<file path="src/rtl/tlsd_pkg.sv">
// shared types and constants for the tls record deframer
package tlsd_pkg;

	localparam int unsigned CFG_IDX_W = 1;
	localparam int unsigned CFG_DATA_W = 16;

	localparam logic [CFG_IDX_W-1:0] CFG_MAX_RECORD_LEN = 1'd0;
	localparam logic [CFG_IDX_W-1:0] CFG_PASSTHROUGH_COUNT = 1'd1;

	localparam logic [15:0] MAX_RECORD_LEN_RST = 16'd16384;

	localparam logic [7:0] HDR_TYPE_BYTE = 8'h17;
	localparam logic [7:0] HDR_VER_BYTE = 8'h03;

	localparam logic [2:0] HPOS_TYPE = 3'd0;
	localparam logic [2:0] HPOS_LEN_HI = 3'd3;
	localparam logic [2:0] HPOS_LEN_LO = 3'd4;

	localparam logic [1:0] KIND_HEADER = 2'd0;
	localparam logic [1:0] KIND_PAYLOAD = 2'd1;
	localparam logic [1:0] KIND_BAD_HEADER = 2'd2;
	localparam logic [1:0] KIND_TOO_LONG = 2'd3;

	localparam logic [1:0] ERR_NONE = 2'd0;

	typedef struct packed {
		logic [7:0] data_byte;
		logic       start_req;
	} in_item_t;

	typedef struct packed {
		logic [7:0] out_byte;
		logic [1:0] kind;
		logic       record_end;
	} out_item_t;

endpackage

</file>
<file path="src/rtl/tlsd_framer.sv">
// framing state, configuration registers and per-byte result logic
module tlsd_framer (
	input  logic                              clk,
	input  logic                              arst_n,
	input  logic                              cfg_we,
	input  logic [tlsd_pkg::CFG_IDX_W-1:0]    cfg_index,
	input  logic [tlsd_pkg::CFG_DATA_W-1:0]   cfg_wdata,
	input  logic                              accept,
	input  tlsd_pkg::in_item_t                item,
	output tlsd_pkg::out_item_t               result
);

	logic [15:0] max_record_len_q;
	logic [15:0] passthrough_count_q;

	logic [2:0]  hpos_q;
	logic [7:0]  len_hi_q;
	logic [15:0] remaining_q;
	logic [15:0] lead_left_q;
	logic [1:0]  err_q;

	// state as seen by this byte, after an optional start
	logic [2:0]  hpos_e;
	logic [7:0]  len_hi_e;
	logic [15:0] remaining_e;
	logic [15:0] lead_left_e;
	logic [1:0]  err_e;

	logic [2:0]  hpos_d;
	logic [7:0]  len_hi_d;
	logic [15:0] remaining_d;
	logic [15:0] lead_left_d;
	logic [1:0]  err_d;
	logic [7:0]  want_byte;
	logic [15:0] remaining_dec;

	always_ff @(posedge clk or negedge arst_n) begin
		if (!arst_n) begin
			max_record_len_q <= tlsd_pkg::MAX_RECORD_LEN_RST;
			passthrough_count_q <= '0;
		end else if (cfg_we) begin
			case (cfg_index)
				tlsd_pkg::CFG_MAX_RECORD_LEN: max_record_len_q <= cfg_wdata;
				tlsd_pkg::CFG_PASSTHROUGH_COUNT: passthrough_count_q <= cfg_wdata;
				default: ;
			endcase
		end
	end

	always_comb begin
		hpos_e = item.start_req ? tlsd_pkg::HPOS_TYPE : hpos_q;
		len_hi_e = item.start_req ? 8'd0 : len_hi_q;
		remaining_e = item.start_req ? 16'd0 : remaining_q;
		lead_left_e = item.start_req ? passthrough_count_q : lead_left_q;
		err_e = item.start_req ? tlsd_pkg::ERR_NONE : err_q;

		hpos_d = hpos_e;
		len_hi_d = len_hi_e;
		remaining_d = remaining_e;
		lead_left_d = lead_left_e;
		err_d = err_e;
		remaining_dec = remaining_e - 16'd1;
		want_byte = (hpos_e == tlsd_pkg::HPOS_TYPE) ? tlsd_pkg::HDR_TYPE_BYTE
			: tlsd_pkg::HDR_VER_BYTE;

		result.out_byte = 8'd0;
		result.kind = tlsd_pkg::KIND_HEADER;
		result.record_end = 1'b0;

		if (err_e != tlsd_pkg::ERR_NONE) begin
			result.kind = err_e;
		end else if (lead_left_e != 16'd0) begin
			lead_left_d = lead_left_e - 16'd1;
			result.out_byte = item.data_byte;
			result.kind = tlsd_pkg::KIND_PAYLOAD;
		end else if (remaining_e == 16'd0) begin
			if (hpos_e < tlsd_pkg::HPOS_LEN_HI) begin
				if (item.data_byte != want_byte) begin
					err_d = tlsd_pkg::KIND_BAD_HEADER;
					result.kind = tlsd_pkg::KIND_BAD_HEADER;
				end else begin
					hpos_d = hpos_e + 3'd1;
				end
			end else if (hpos_e == tlsd_pkg::HPOS_LEN_HI) begin
				len_hi_d = item.data_byte;
				hpos_d = tlsd_pkg::HPOS_LEN_LO;
			end else begin
				// low length byte, also covers positions above four
				remaining_d = {len_hi_e, item.data_byte};
				hpos_d = tlsd_pkg::HPOS_TYPE;
			end
		end else if (remaining_e > max_record_len_q) begin
			err_d = tlsd_pkg::KIND_TOO_LONG;
			result.kind = tlsd_pkg::KIND_TOO_LONG;
		end else begin
			remaining_d = remaining_dec;
			result.out_byte = item.data_byte;
			result.kind = tlsd_pkg::KIND_PAYLOAD;
			result.record_end = (remaining_dec == 16'd0);
		end
	end

	always_ff @(posedge clk or negedge arst_n) begin
		if (!arst_n) begin
			hpos_q <= tlsd_pkg::HPOS_TYPE;
			len_hi_q <= '0;
			remaining_q <= '0;
			lead_left_q <= '0;
			err_q <= tlsd_pkg::ERR_NONE;
		end else if (accept) begin
			hpos_q <= hpos_d;
			len_hi_q <= len_hi_d;
			remaining_q <= remaining_d;
			lead_left_q <= lead_left_d;
			err_q <= err_d;
		end
	end

endmodule

</file>
<file path="src/rtl/tls_record_deframer.sv">
// top level of the tls application-data record deframer
// The deframer takes one raw stream byte per item and returns one result item
// for every byte: header bytes come out as kind header, payload bytes pass
// through as kind payload with record_end on the last byte of each record,
// and a malformed header or a record longer than max_record_len latches a
// sticky error (kind bad header or too long) that every later byte reports
// until the next start_req. A start_req on an item clears the framing state
// and loads passthrough_count leading bytes that pass unframed before header
// parsing begins. Throughput is one byte per clock while in_stall is low: the
// framing counters and header compare are combinational and update on
// acceptance, and the result is registered into the output register or, while
// the output is held, into a one-entry skid register. That skid register keeps
// in_stall a registered signal while out_stall is high. Configuration writes
// take effect on the next edge and are meant for idle periods.
module tls_record_deframer (
	input  logic                              clk,
	input  logic                              arst_n,
	// configuration write port
	input  logic                              cfg_we,
	input  logic [tlsd_pkg::CFG_IDX_W-1:0]    cfg_index,
	input  logic [tlsd_pkg::CFG_DATA_W-1:0]   cfg_wdata,
	// byte input channel
	input  logic                              in_valid,
	output logic                              in_stall,
	input  tlsd_pkg::in_item_t                in_data,
	// result output channel
	output logic                              out_valid,
	input  logic                              out_stall,
	output tlsd_pkg::out_item_t               out_data
);

	logic                accept;
	logic                out_fire;
	tlsd_pkg::out_item_t result;

	logic                out_valid_q;
	tlsd_pkg::out_item_t out_data_q;
	logic                skid_valid_q;
	tlsd_pkg::out_item_t skid_data_q;

	// input is held off only while the skid entry is occupied
	assign in_stall = skid_valid_q;
	assign accept = in_valid && !skid_valid_q;
	assign out_fire = out_valid_q && !out_stall;

	tlsd_framer u_framer (
		.clk       (clk),
		.arst_n    (arst_n),
		.cfg_we    (cfg_we),
		.cfg_index (cfg_index),
		.cfg_wdata (cfg_wdata),
		.accept    (accept),
		.item      (in_data),
		.result    (result)
	);

	// output register plus skid entry
	always_ff @(posedge clk or negedge arst_n) begin
		if (!arst_n) begin
			out_valid_q <= 1'b0;
			skid_valid_q <= 1'b0;
		end else begin
			if (accept) begin
				if (!out_valid_q || out_fire) begin
					out_valid_q <= 1'b1;
				end else begin
					skid_valid_q <= 1'b1;
				end
			end else if (out_fire) begin
				if (skid_valid_q) begin
					skid_valid_q <= 1'b0;
				end else begin
					out_valid_q <= 1'b0;
				end
			end
		end
	end

	always_ff @(posedge clk) begin
		if (accept) begin
			if (!out_valid_q || out_fire) begin
				out_data_q <= result;
			end else begin
				skid_data_q <= result;
			end
		end else if (out_fire && skid_valid_q) begin
			out_data_q <= skid_data_q;
		end
	end

	assign out_valid = out_valid_q;
	assign out_data = out_data_q;

endmodule
</file>
<file path="config.mk">
export PLATFORM = sky130hd
export DESIGN_NAME = tls_record_deframer
export DESIGN_NICKNAME = d
export VERILOG_FILES = /design/src/rtl/tlsd_pkg.sv /design/src/rtl/tlsd_framer.sv /design/src/rtl/tls_record_deframer.sv
export SDC_FILE = /design/constraint.sdc
export NUM_CORES = 1
export LEC_CHECK = 0
export ABC_CLOCK_PERIOD_IN_PS = 2800
export CORE_ASPECT_RATIO = 1.4
export CORE_MARGIN = 10
export CORE_UTILIZATION = 30
export DETAILED_ROUTE_END_ITERATION = 6
export DONT_BUFFER_PORTS = 1
export HOLD_SLACK_MARGIN = 0.06
export PLACE_DENSITY = 0.47
export SYNTH_ARGS = -nofsm -noshare
export SYNTH_HDL_FRONTEND = slang
export SYNTH_HIERARCHICAL = 1
export SYNTH_SLANG_ARGS = --single-unit
</file>
<file path="constraint.sdc">
create_clock -name clk -period 2.8 [get_ports clk]
set_input_delay 0.28 -clock clk [delete_from_list [all_inputs] [get_ports clk]]
set_output_delay 0.28 -clock clk [all_outputs]
set_load 0.005 [all_outputs]
</file>
==> results of run 1 <==
metal layers:
layer  vias to the layer above  part of all wire [%]
met3                        32                   4.9
met5                         -                     0
met1                      2775                    41
li1                       2660                     -
met4                         0                   2.8
met2                       129                    51
worst reg2reg max path, cell delays in order, from the launching register on:
cell	delay [ps]
sky130_fd_sc_hd__dfrtp_1	390
sky130_fd_sc_hd__buf_4	140
sky130_fd_sc_hd__or4_4	510
sky130_fd_sc_hd__o21ai_4	210
sky130_fd_sc_hd__buf_4	140
sky130_fd_sc_hd__nand3b_1	230
sky130_fd_sc_hd__buf_6	220
sky130_fd_sc_hd__a31oi_1	150
sky130_fd_sc_hd__o21ai_0	140
sky130_fd_sc_hd__o41ai_1	360
sky130_fd_sc_hd__o22ai_1	130
state kept, by name, summed over array words and instances (netlist names):
| signal | cells |
|---|---|
| in_stall | 1 |
| out_data | 11 |
| out_valid | 1 |
| skid_data_q | 11 |
| u_framer/err_q | 2 |
| u_framer/hpos_q | 3 |
| u_framer/lead_left_q | 16 |
| u_framer/len_hi_q | 8 |
| u_framer/max_record_len_q | 16 |
| u_framer/passthrough_count_q | 16 |
| u_framer/remaining_q | 16 |
worst max-delay path by stage:
| stage | to | slack, ps | cells after the start |
|---|---|---|---|
| after detailed placement | out_data[3] | -50 | 12 |
| after global placement | out_data[2] | -40 | 13 |
| after floorplan | out_data[2] | -420 | 19 |
| after CTS | u_framer/remaining_q[8] | 4 | 9 |
| after global routing | u_framer/remaining_q[10] | -40 | 10 |
| final | u_framer/remaining_q[10] | 30 | 10 |
where the power goes:
group          total (mW)  internal, mW  switching (mW)
logic                1.87         0.882           0.986
registers            2.07          1.83           0.232
clock network        1.29         0.716           0.574
layout make-up:
| type | instances | area (um^2) |
|---|---|---|
| repair buffers | 123 | 1035 |
| clock inverters | 4 | 47.55 |
| inverters | 30 | 112.6 |
| fillers | 2036 | 12540 |
| flip-flops and latches | 101 | 2639 |
| multi-input cells | 503 | 3618 |
| well taps | 256 | 320.3 |
| clock buffers | 12 | 246.5 |
synthesized netlist by cell type (all sizes together) (5+ instances only):
master,count,area (um^2)
and3,10,62.56
nor2b,15,93.84
o221ai,6,58.80
a21oi,40,200.2
nand2,63,236.5
o31ai,6,50.05
nand2b,6,52.55
o22ai,10,62.56
ha,19,237.7
edfxtp,22,660.6
nor3b,9,82.58
o21ai,61,305.3
a31oi,9,56.30
mux2i,11,110.1
clkbuf,23,86.33
mux2,30,360.4
nor2,52,216.5
a22o,13,113.9
buf,12,106.3
nor4,10,68.81
nor3,33,175.2
xor2,11,96.34
nand3,13,65.06
inv,29,108.9
a41oi,5,43.79
and2,9,56.30
dfrtp,78,1952
stage by stage:
stage	setup slack [ps]	total power [mW]	setup TNS, ps	std cells	hold WS [ps]
2_1_floorplan	-424.3	3.136	-6480	669	-15.59
3_3_place_gp	-44.13	3.680	-93.57	974	-10.60
3_5_place_dp	-54.02	3.709	-330.3	974	-10.63
4_1_cts	3.570	5.093	0	1016	60.03
5_1_grt	-38.11	5.544	-136.8	1029	60.42
6_report	34.15	5.223	0	1029	58.40
cell families after synthesis:
logic type / after synthesis / synth area share (%)
buf+inv: 65 / 4.881
simple gates: 246 / 20.98
xor+xnor: 15 / 2.100
compound gates: 182 / 18.52
flops: 101 / 42.19
mux: 41 / 7.522
fa+ha+maj: 19 / 3.801
what timing repair did:
item	4_1_cts	5_1_grt
pin swaps	2	20
hold buffers	24	4
setup buffers	2	9
endpoints found under the hold margin	105	4
gates resized for setup	4	53
endpoints found under the setup margin	11	33
gates cloned	0	0
==> impl_summary.log, run 1 <==
INFO  metric worstSetupStartpointType = flop
INFO  metric status = finished clean
INFO  metric timing.fmax = 361.6 MHz
INFO  metric crit_chain = buf_4 > or4_4 > o21ai_4 > buf_4 > nand3b_1 > buf_6 > a31oi_1 > o21ai_0 > o41ai_1 > o22ai_1
INFO  metric cts_max_level = 3
INFO  metric cts_made_buffers = 9
INFO  metric synth.net_count = 719
INFO  metric num_antenna_cells = 0
INFO  metric buffer_ports.inserted = 0
INFO  metric final_core_utilization = 39.01%
INFO  metric critPathSlowestCell = sky130_fd_sc_hd__or4_4
INFO  metric routabilityCongestion = 0.9226
INFO  metric path_clk_slew = about 70 ps
INFO  metric grt_start_max_net_pins = 88
INFO  metric postSynthAreaPerCell = 9.349 um^2
INFO  metric reg2reg_to = u_framer/remaining_q[10]
INFO  metric power_density = 651.4 mW/mm^2
INFO  metric layout-drive-gt1-share = 26.91%
INFO  metric drt-initial-drc-count = 434
INFO  metric cell_area_after_synthesis = 0.006255 mm^2
INFO  metric grt_setup_unrepaired = yes
INFO  metric drc = 0
INFO  metric yosys_most_used_dff = sky130_fd_sc_hd__dfrtp_1
INFO  metric grt.busiest_layer = met2
INFO  metric post_drt_via_cell_ratio = between 5 and 6
INFO  metric cts_root_buf = sky130_fd_sc_hd__clkbuf_16
INFO  metric whs_endpoint = u_framer/max_record_len_q[9]
INFO  metric critical_path.startpoint = u_framer/remaining_q[7]
INFO  metric buffers_from_clock_root_to_sink_at_most = 2
INFO  metric drv.max_cap_violation_count = 0
INFO  metric finalCritPeriodShare = a little over nine tenths
INFO  metric worst_skew_pair.late_latency = 360 ps
INFO  metric std_cell_rows = 62
INFO  metric number_of_nets_in_the_finished_design = 818
INFO  metric final_common_cell = sky130_fd_sc_hd__buf_4
INFO  metric floorplan.initialDensity = 30.43%
INFO  metric setup.worst_path.end_class = flop
INFO  metric tightestPinTransition = 955.6 ps
INFO  metric dp_hpwl = 15.59 mm
INFO  metric wire_length_after_detailed_routing = around 21 mm
INFO  metric max_fo_critical_path = 6
INFO  metric post_synthesis_sequential_area_ratio = 42.19%
INFO  metric area_growth_syn_to_layout = 28.21%
INFO  metric die_width = 142.0 um
INFO  metric timing.reg2reg.setup_slack = roughly 34 ps
INFO  metric worst-endpoint-required = 3020 ps
INFO  metric globalRouteMet2Util = 26.79%
INFO  metric drt_first_pass_iters = 5
INFO  metric synth_async_sr_flop_share = 78.22%
INFO  metric global_route.usage.met3 = 3.066%
INFO  metric ys_seq_elements = a little over 100
INFO  metric grt.total_usage = 15.49%
INFO  metric layout.cells.most_common_list = 91 x sky130_fd_sc_hd__buf_4, 78 x sky130_fd_sc_hd__dfrtp_1, 62 x sky130_fd_sc_hd__nand2_1, 51 x sky130_fd_sc_hd__o21ai_0, 47 x sky130_fd_sc_hd__nor2_1
INFO  metric wire_length_per_cell = 20.37 um
INFO  metric clkSinkCount = 101
INFO  metric timing.clock.skew = about 9.6 ps
INFO  metric hp-start = cfg_wdata[9]
INFO  metric tritoncts = yes
INFO  metric synth-warning-count = 6
INFO  metric max_stage_delay = about 510 ps
INFO  metric worst-setup-path-type = reg2reg
INFO  metric boundaryPins = 44
INFO  metric netlist_cell_types = 73
INFO  metric critical-path-top-delay-family = compound AO/OA/AOI/OAI gates
INFO  metric hold_depth = 2
INFO  metric setup-violations-final = 0
INFO  metric timing.max_slew.rel_slack = roughly 36%
INFO  metric global_route.usage.met1 = roughly a fifth
INFO  metric fin_crit = ~2800 ps
INFO  metric number_of_endpoints_with_negative_hold_slack_in_the_final_report = 0
INFO  metric detailed_place.area = roughly 0.0071 mm^2
INFO  metric die_outline_area = 0.02711 mm^2
INFO  metric die_height = 190.8 um
INFO  metric p_leak = between 3 and 4 nW
INFO  metric irDropWorstVdd = 0.3099 mV
INFO  metric hp-class = in2reg
INFO  metric critical_path.most_common_cell = sky130_fd_sc_hd__buf_4
INFO  metric globalRoute.totalOverflow = 0
INFO  metric finish.instance_area = ~0.0080 mm^2
INFO  metric ff_to_ff_path_depth = 10
INFO  metric core_region_area = 0.02056 mm^2
INFO  metric route.antenna.remaining_nets = 0
INFO  metric regToRegStartpoint = u_framer/remaining_q[7]
INFO  metric finalMaxSlewViolations = 0
INFO  metric timing.critical_path.buf_inv = 3
INFO  metric grt_pass1_wl = 32.98 mm
INFO  metric worst_ep_arrival_time = 2980 ps
INFO  metric synth_enable_flop_cells = 22
INFO  metric vias = 5596
INFO  metric grt_antenna_before_repair = 0
INFO  metric synthCells = 669
INFO  metric first_global_vias = 5672
Note: power is estimated with default switching activity, not from simulation.
==> inputs of run 2 (changes only) <==
--- a/config.mk
+++ b/config.mk
@@ -8,11 +8,11 @@
 export ABC_CLOCK_PERIOD_IN_PS = 2800
 export CORE_ASPECT_RATIO = 1.4
 export CORE_MARGIN = 10
-export CORE_UTILIZATION = 30
+export CORE_UTILIZATION = 58
 export DETAILED_ROUTE_END_ITERATION = 6
 export DONT_BUFFER_PORTS = 1
 export HOLD_SLACK_MARGIN = 0.06
-export PLACE_DENSITY = 0.47
+export PLACE_DENSITY = 0.78
 export SYNTH_ARGS = -nofsm -noshare
 export SYNTH_HDL_FRONTEND = slang
 export SYNTH_HIERARCHICAL = 1
==> impl_summary.log, run 2 (synthesis gave the netlist of run 1 again) <==
INFO  metric number_of_endpoints_with_negative_hold_slack_in_the_final_report = 0
INFO  metric met2_wirelength = ~10 mm
INFO  metric irDropWorstVdd = 0.4220 mV
INFO  metric cts_max_level = 3
INFO  metric hp-class = in2reg
INFO  metric clkSinkCount = 101
INFO  metric floorplan.initialDensity = 59.80%
INFO  metric layout.cells.most_common_list = 78 x sky130_fd_sc_hd__dfrtp_1, 69 x sky130_fd_sc_hd__buf_4, 62 x sky130_fd_sc_hd__nand2_1, 50 x sky130_fd_sc_hd__o21ai_0, 47 x sky130_fd_sc_hd__nor2_1
INFO  metric timing.max_slew.rel_slack = between 30% and 40%
INFO  metric grt_start_max_net_pins = 88
INFO  metric routedLengthMet1 = approximately 7.3 mm
INFO  metric crit_chain = inv_1 > ha_1 > and3_1 > o21ai_1 > nand3_1 > a41oi_2 > a21oi_2 > buf_6 > or4b_1 > a22oi_2 > o221ai_2
INFO  metric max_stage_delay = 520 ps
INFO  metric number_of_nets_in_the_finished_design = 783
INFO  metric worst-endpoint-required = approximately 3000 ps
INFO  metric drc = 0
INFO  metric drt_first_pass_iters = 5
INFO  metric first_global_vias = 5673
INFO  metric route.antenna.remaining_nets = 0
INFO  metric final_common_cell = sky130_fd_sc_hd__dfrtp_1
INFO  metric num_antenna_cells = 0
INFO  metric worst_ep_arrival_time = about 3000 ps
INFO  metric grt_setup_unrepaired = yes
INFO  metric path_clk_slew = 70 ps
INFO  metric finalCritPeriodShare = 98.43%
INFO  metric pwr-share-clk = 26.5%
INFO  metric die_height = 142.9 um
INFO  metric fin_crit = 2756 ps
INFO  metric power_switching = 1.787 mW
INFO  metric grt_pass1_wl = about 31 mm
INFO  metric worst_skew_pair.late_latency = around 340 ps
INFO  metric std_cell_rows = 44
INFO  metric max_fo_critical_path = 11
INFO  metric critPathSlowestCell = sky130_fd_sc_hd__dfstp_2
INFO  metric dp_hpwl = 14.56 mm
INFO  metric cts_root_buf = sky130_fd_sc_hd__clkbuf_16
INFO  metric p_leak = between 3 and 4 nW
INFO  metric power_density = 694.3 mW/mm^2
INFO  metric tritoncts = yes
INFO  metric core_region_area = 0.01046 mm^2
INFO  metric share_comb_of_total_power = 33.6%
INFO  metric post_drt_via_cell_ratio = 6.477
INFO  metric setup.worst_path.end_class = flop
INFO  metric wire_length_after_detailed_routing = 20.05 mm
INFO  metric detailed_place.area = 0.006792 mm^2
INFO  metric power_report.internal_total = 3.448 mW
INFO  metric boundaryPins = 44
INFO  metric globalRoute.totalOverflow = 0
INFO  metric wire_length_per_cell = 22.88 um
INFO  metric power_switching_share = 34.14%
INFO  metric tightestPinTransition = about 900 ps
INFO  metric drv.max_cap_violation_count = 0
INFO  metric timing.fmax = around 360 MHz
INFO  metric grt_antenna_before_repair = 0
INFO  metric top_signal_layer_used = met4
INFO  metric die_outline_area = 0.01540 mm^2
INFO  metric area_growth_syn_to_layout = 20.56%
INFO  metric die_width = 107.8 um
INFO  metric layout-drive-gt1-share = about a quarter
INFO  metric status = finished clean
INFO  metric met3WireLength = 1.442 mm
INFO  metric worst-setup-path-type = reg2reg
INFO  metric worstSetupStartpointType = flop
INFO  metric buffer_ports.inserted = 0
INFO  metric finalMaxSlewViolations = 0
INFO  metric buffers_from_clock_root_to_sink_at_most = 2
INFO  metric timing.critical_path.buf_inv = 2
INFO  metric power_frac_seq = 39.9%
INFO  metric setup-violations-final = 0
INFO  metric timing.clock.skew = about 8.0 ps
INFO  metric finalPower = 5.235 mW
INFO  metric finish.instance_area = 0.007541 mm^2
INFO  metric routabilityCongestion = about 0.95
INFO  metric grt.total_usage = 26.20%
INFO  metric vias = between 5000 and 6000
INFO  metric drt-initial-drc-count = 386
INFO  metric critical-path-top-delay-family = simple AND/OR/NAND/NOR gates
INFO  metric cts_made_buffers = 9
-- run 2: changes by cell type in the layout (fill, tap and decap cells not counted), sizes merged --
cell and change:
inv +3, bufinv +1, dlygate4sd3 -12, clkinv -1
clkbuf -2, clkinvlp -1, buf -23
-- run 2: routing by layer --
metal,vias to the layer above,track usage [%]
li1,2580,-
met1,2727,28.93
met2,305,46.07
met3,62,5.135
met4,0,13.96
met5,-,0
-- run 2: path summary, 6_finish.rpt --
| check | startpoint | end | slack, ps | cells past startpoint |
|---|---|---|---|---|
| min in group asynchronous | arst_n | u_framer/max_record_len_q[1] | 490 | 2 |
| worst min register to register | u_framer/len_hi_q[6] | u_framer/len_hi_q[6] | 510 | 1 |
| worst max register to register | u_framer/max_record_len_q[14] | u_framer/remaining_q[8] | 40 | 11 |
| worst min-delay path | out_stall | in_stall | 70 | 2 |
| max in group asynchronous | arst_n | u_framer/lead_left_q[3] | 1990 | 2 |
| worst max-delay path | u_framer/max_record_len_q[14] | u_framer/remaining_q[8] | 40 | 11 |
-- run 2: power groups by stage --
stage	clock network, mW	logic [mW]	registers, mW
final	1.38	1.76	2.09
after global routing	1.44	1.91	2.12
after CTS	1.40	1.64	2.08
after detailed placement	0	1.58	2.09
after global placement	0	1.53	2.08
after floorplan	0	1.09	2.05
-- run 2: area by class of cell --
type,count,area (um^2)
multi-input cells,503,3547
fillers,778,2919
flip-flops and latches,101,2639
repair buffers,88,738.2
clock buffers,10,239.0
well taps,138,172.7
inverters,30,112.6
clock inverters,6,92.59
-- run 2: stage by stage --
step | hold WS (ps) | setup slack, ps | utilization, % | TNS, ps | instances
floorplan | -15.59 | -424.3 | - | -6480 | 669
global placement | -12.81 | -18.53 | 64.93 | -33.41 | 838
detailed placement | -12.78 | -82.72 | 64.93 | -408.3 | 838
CTS | 60.95 | 0.2107 | 70.12 | 0 | 871
global route | 69.82 | -121.8 | 72.09 | -418.0 | 876
finish | 65.73 | 43.89 | 72.09 | 0 | 876
-- run 2: timing repair --
action,CTS,global route
resized for setup,8,36
hold buffers,16,0
pin swaps,2,16
setup buffers,1,5
setup endpoints to repair,11,27
hold endpoints to repair,93,0
==> inputs of run 3 (changes only) <==
--- a/config.mk
+++ b/config.mk
@@ -6,7 +6,6 @@
 export NUM_CORES = 1
 export LEC_CHECK = 0
 export ABC_CLOCK_PERIOD_IN_PS = 2800
-export CORE_ASPECT_RATIO = 1.4
 export CORE_MARGIN = 10
 export CORE_UTILIZATION = 58
 export DETAILED_ROUTE_END_ITERATION = 6
==> constraint.sdc (replaced) <==
create_clock -name clk -period 2.8 [get_ports clk]
set_input_delay 0.28 -clock clk [delete_from_list [all_inputs] [get_ports clk]]
set_output_delay 0.28 -clock clk [all_outputs]
set_load 0.05 [all_outputs]
==> impl_summary.log, run 3 (synthesis gave the netlist of run 1 again) <==
INFO  metric status = finished, violations left
INFO  metric violations = negative setup slack
INFO  metric worst_skew_pair.late_latency = 390 ps
INFO  metric tightestPinTransition = 741.7 ps
INFO  metric power_density = 674.8 mW/mm^2
INFO  metric grt_antenna_before_repair = 0
INFO  metric timing.fmax = 356.5 MHz
INFO  metric layout-drive-gt1-share = 26.94%
INFO  metric pwr-share-clk = 19.2%
INFO  metric irDropWorstVdd = 0.6304 mV
INFO  metric critical-path-top-delay-family = compound AO/OA/AOI/OAI gates
INFO  metric boundaryPins = 44
INFO  metric timing.clock.skew = 10.94 ps
INFO  metric die_outline_area = 0.01534 mm^2
INFO  metric area_of_the_multi_input_gates = 0.003611 mm^2
INFO  metric post_drt_via_cell_ratio = approximately 6.5
INFO  metric core_region_area = about 0.010 mm^2
INFO  metric drt_first_pass_iters = 5
INFO  metric number_of_nets_in_the_finished_design = roughly 810
INFO  metric critical_path_cell_count = 9
INFO  metric share_comb_of_total_power = 36.7%
INFO  metric max_stage_delay = 480 ps
INFO  metric finalCritPeriodShare = 100.2%
INFO  metric drv.max_cap_violation_count = 0
INFO  metric crit_chain = buf_4 > nor3_1 > a31oi_1 > nand3b_1 > buf_4 > a31oi_1 > o21ai_0 > o41ai_2 > o22ai_1
INFO  metric hp-class = in2reg
INFO  metric pre_cts_worst_setup_slack = -83.08 ps
INFO  metric worst_ep_arrival_time = 3080 ps
INFO  metric drt-initial-drc-count = 713
INFO  metric dp_hpwl = between 10 and 15 mm
INFO  metric fin_setup_tns = -5.422 ps
INFO  metric num_antenna_cells = 0
INFO  metric grt_start_max_net_pins = roughly 90
INFO  metric hold_depth = 2
INFO  metric cts_max_level = 3
INFO  metric layout.cells.most_common_list = 83 x sky130_fd_sc_hd__buf_4, 78 x sky130_fd_sc_hd__dfrtp_1, 61 x sky130_fd_sc_hd__nand2_1, 50 x sky130_fd_sc_hd__o21ai_0, 46 x sky130_fd_sc_hd__nor2_1
INFO  metric floorplan.initialDensity = 60.05%
INFO  metric path_clk_slew = approximately 100 ps
INFO  metric globalRoute.totalOverflow = 0
INFO  metric final_common_cell = sky130_fd_sc_hd__buf_4
INFO  metric grt.total_usage = 24.87%
INFO  metric power_switching = 2.029 mW
INFO  metric critPathSlowestCell = sky130_fd_sc_hd__nor3_1
INFO  metric power_report.internal_total = 3.140 mW
INFO  metric buffers_from_clock_root_to_sink_at_most = 2
INFO  metric worstSetupStartpointType = flop
INFO  metric fin_crit = 2805 ps
INFO  metric timing.max_slew.rel_slack = between 50% and 60%
INFO  metric first_global_vias = 5460
INFO  metric std_cell_rows = 37
INFO  metric setup-violations-final = 1
INFO  metric timing.final.ws_setup = -5.422 ps
INFO  metric drc = 0
INFO  metric clkSinkCount = 101
INFO  metric vias = between 5000 and 6000
INFO  metric global_route.usage.met1 = 34.85%
INFO  metric power_switching_share = 39.26%
INFO  metric worst-endpoint-required = 3070 ps
INFO  metric grt.busiest_layer = met2
INFO  metric buffer_ports.inserted = 0
INFO  metric area_growth_syn_to_layout = 22.48%
INFO  metric routabilityCongestion = 0.9653
INFO  metric worst-setup-path-type = reg2reg
INFO  metric number_of_endpoints_with_negative_hold_slack_in_the_final_report = 0
INFO  metric power_frac_seq = 44.1%
INFO  metric cts_root_buf = sky130_fd_sc_hd__clkbuf_8
INFO  metric setup.worst_path.end_class = flop
INFO  metric fillerInstances = 736
INFO  metric finalMaxSlewViolations = 0
INFO  metric grt_setup_unrepaired = yes
INFO  metric max_fo_critical_path = 6
INFO  metric timing.reg2reg.setup_slack = -5 ps
INFO  metric global_route.usage.met3 = 4.434%
INFO  metric p_leak = 3.211 nW
INFO  metric tritoncts = yes
INFO  metric stdcell_count = approximately 900
INFO  metric grt_pass1_wl = 29.64 mm
INFO  metric post-place-cells = 846
INFO  metric timing.critical_path.buf_inv = 2
INFO  metric ff_to_ff_path_depth = 9
INFO  metric hold_slack = 82.89 ps
INFO  metric die_height = approximately 120 um
INFO  metric route.antenna.remaining_nets = 0
INFO  metric cts_made_buffers = 9
INFO  metric globalRouteMet2Util = 37.78%
INFO  metric wire_length_after_detailed_routing = 19.34 mm
INFO  metric wire_length_per_cell = 21.56 um
INFO  metric layout.area.seq = ~0.0026 mm^2
INFO  metric die_width = around 120 um
## run 3: cell count changes in the layout (fill, tap and decap cells not counted), moves of 3 or more
cell,before,now
sky130_fd_sc_hd__buf_4,69,83
sky130_fd_sc_hd__dlygate4sd3_1,15,27
sky130_fd_sc_hd__clkbuf_8,1,11
sky130_fd_sc_hd__clkbuf_16,9,0
sky130_fd_sc_hd__and2_1,8,1
sky130_fd_sc_hd__and2_4,1,8
sky130_fd_sc_hd__nor2b_2,3,6
## run 3: power groups by stage
stage          Clock [mW]  Sequential (mW)  Combinational (mW)
2_1_floorplan           0             2.27                1.09
3_3_place_gp            0             2.27                1.58
3_5_place_dp            0             2.29                1.63
4_1_cts              1.01             2.26                1.73
5_1_grt              1.06             2.31                2.03
6_report            0.991             2.28                1.90
## run 3: worst register-to-register path, cell delays in order (launching register included)
cell and delay [ps]:
sky130_fd_sc_hd__dfrtp_1 400, sky130_fd_sc_hd__buf_4 170, sky130_fd_sc_hd__nor3_1 480, sky130_fd_sc_hd__a31oi_1 220, sky130_fd_sc_hd__nand3b_1 270, sky130_fd_sc_hd__buf_4 210
sky130_fd_sc_hd__a31oi_1 220, sky130_fd_sc_hd__o21ai_0 200, sky130_fd_sc_hd__o41ai_2 400, sky130_fd_sc_hd__o22ai_1 130
## run 3: repair_timing
| action | 4_1_cts | 5_1_grt |
|---|---|---|
| endpoints found under the setup margin | 10 | 18 |
| hold buffers | 28 | 0 |
| pin swaps | 1 | 21 |
| resized for setup | 7 | 52 |
| setup buffers | 0 | 7 |
| endpoints found under the hold margin | 122 | 0 |
## run 3: through the flow
step	util, %	power, mW	area [um^2]
global route	73.55	5.399	7661
global placement	65.80	3.857	6854
floorplan	-	3.363	6366
detailed placement	65.80	3.924	6854
finish	73.55	5.169	7661
CTS	70.98	5.000	7393
## run 3: cell type report
type	instances	share of cell area, %
multi-input cells	503	47.13
well taps	136	2.221
clock inverters	5	0.7349
clock buffers	11	1.976
repair buffers	111	12.02
inverters	30	1.470
flip-flops and latches	101	34.44
## run 3: path summary, 6_finish.rpt
path / startpoint / to
max: u_framer/remaining_q[12] / u_framer/remaining_q[10]
min: in_data[0] / u_framer/lead_left_q[2]
max reg2reg: u_framer/remaining_q[12] / u_framer/remaining_q[10]
min reg2reg: u_framer/len_hi_q[6] / u_framer/len_hi_q[6]
max in group asynchronous: arst_n / u_framer/max_record_len_q[14]
min in group asynchronous: arst_n / u_framer/remaining_q[11]
## run 3: metal layers
layer	wire, um	up-vias	part of all wire (%)
li1	-	2627	-
met1	8419	2827	44
met2	8749	293	45
met3	1628	47	8.4
met4	543	0	2.8
met5	0	-	0
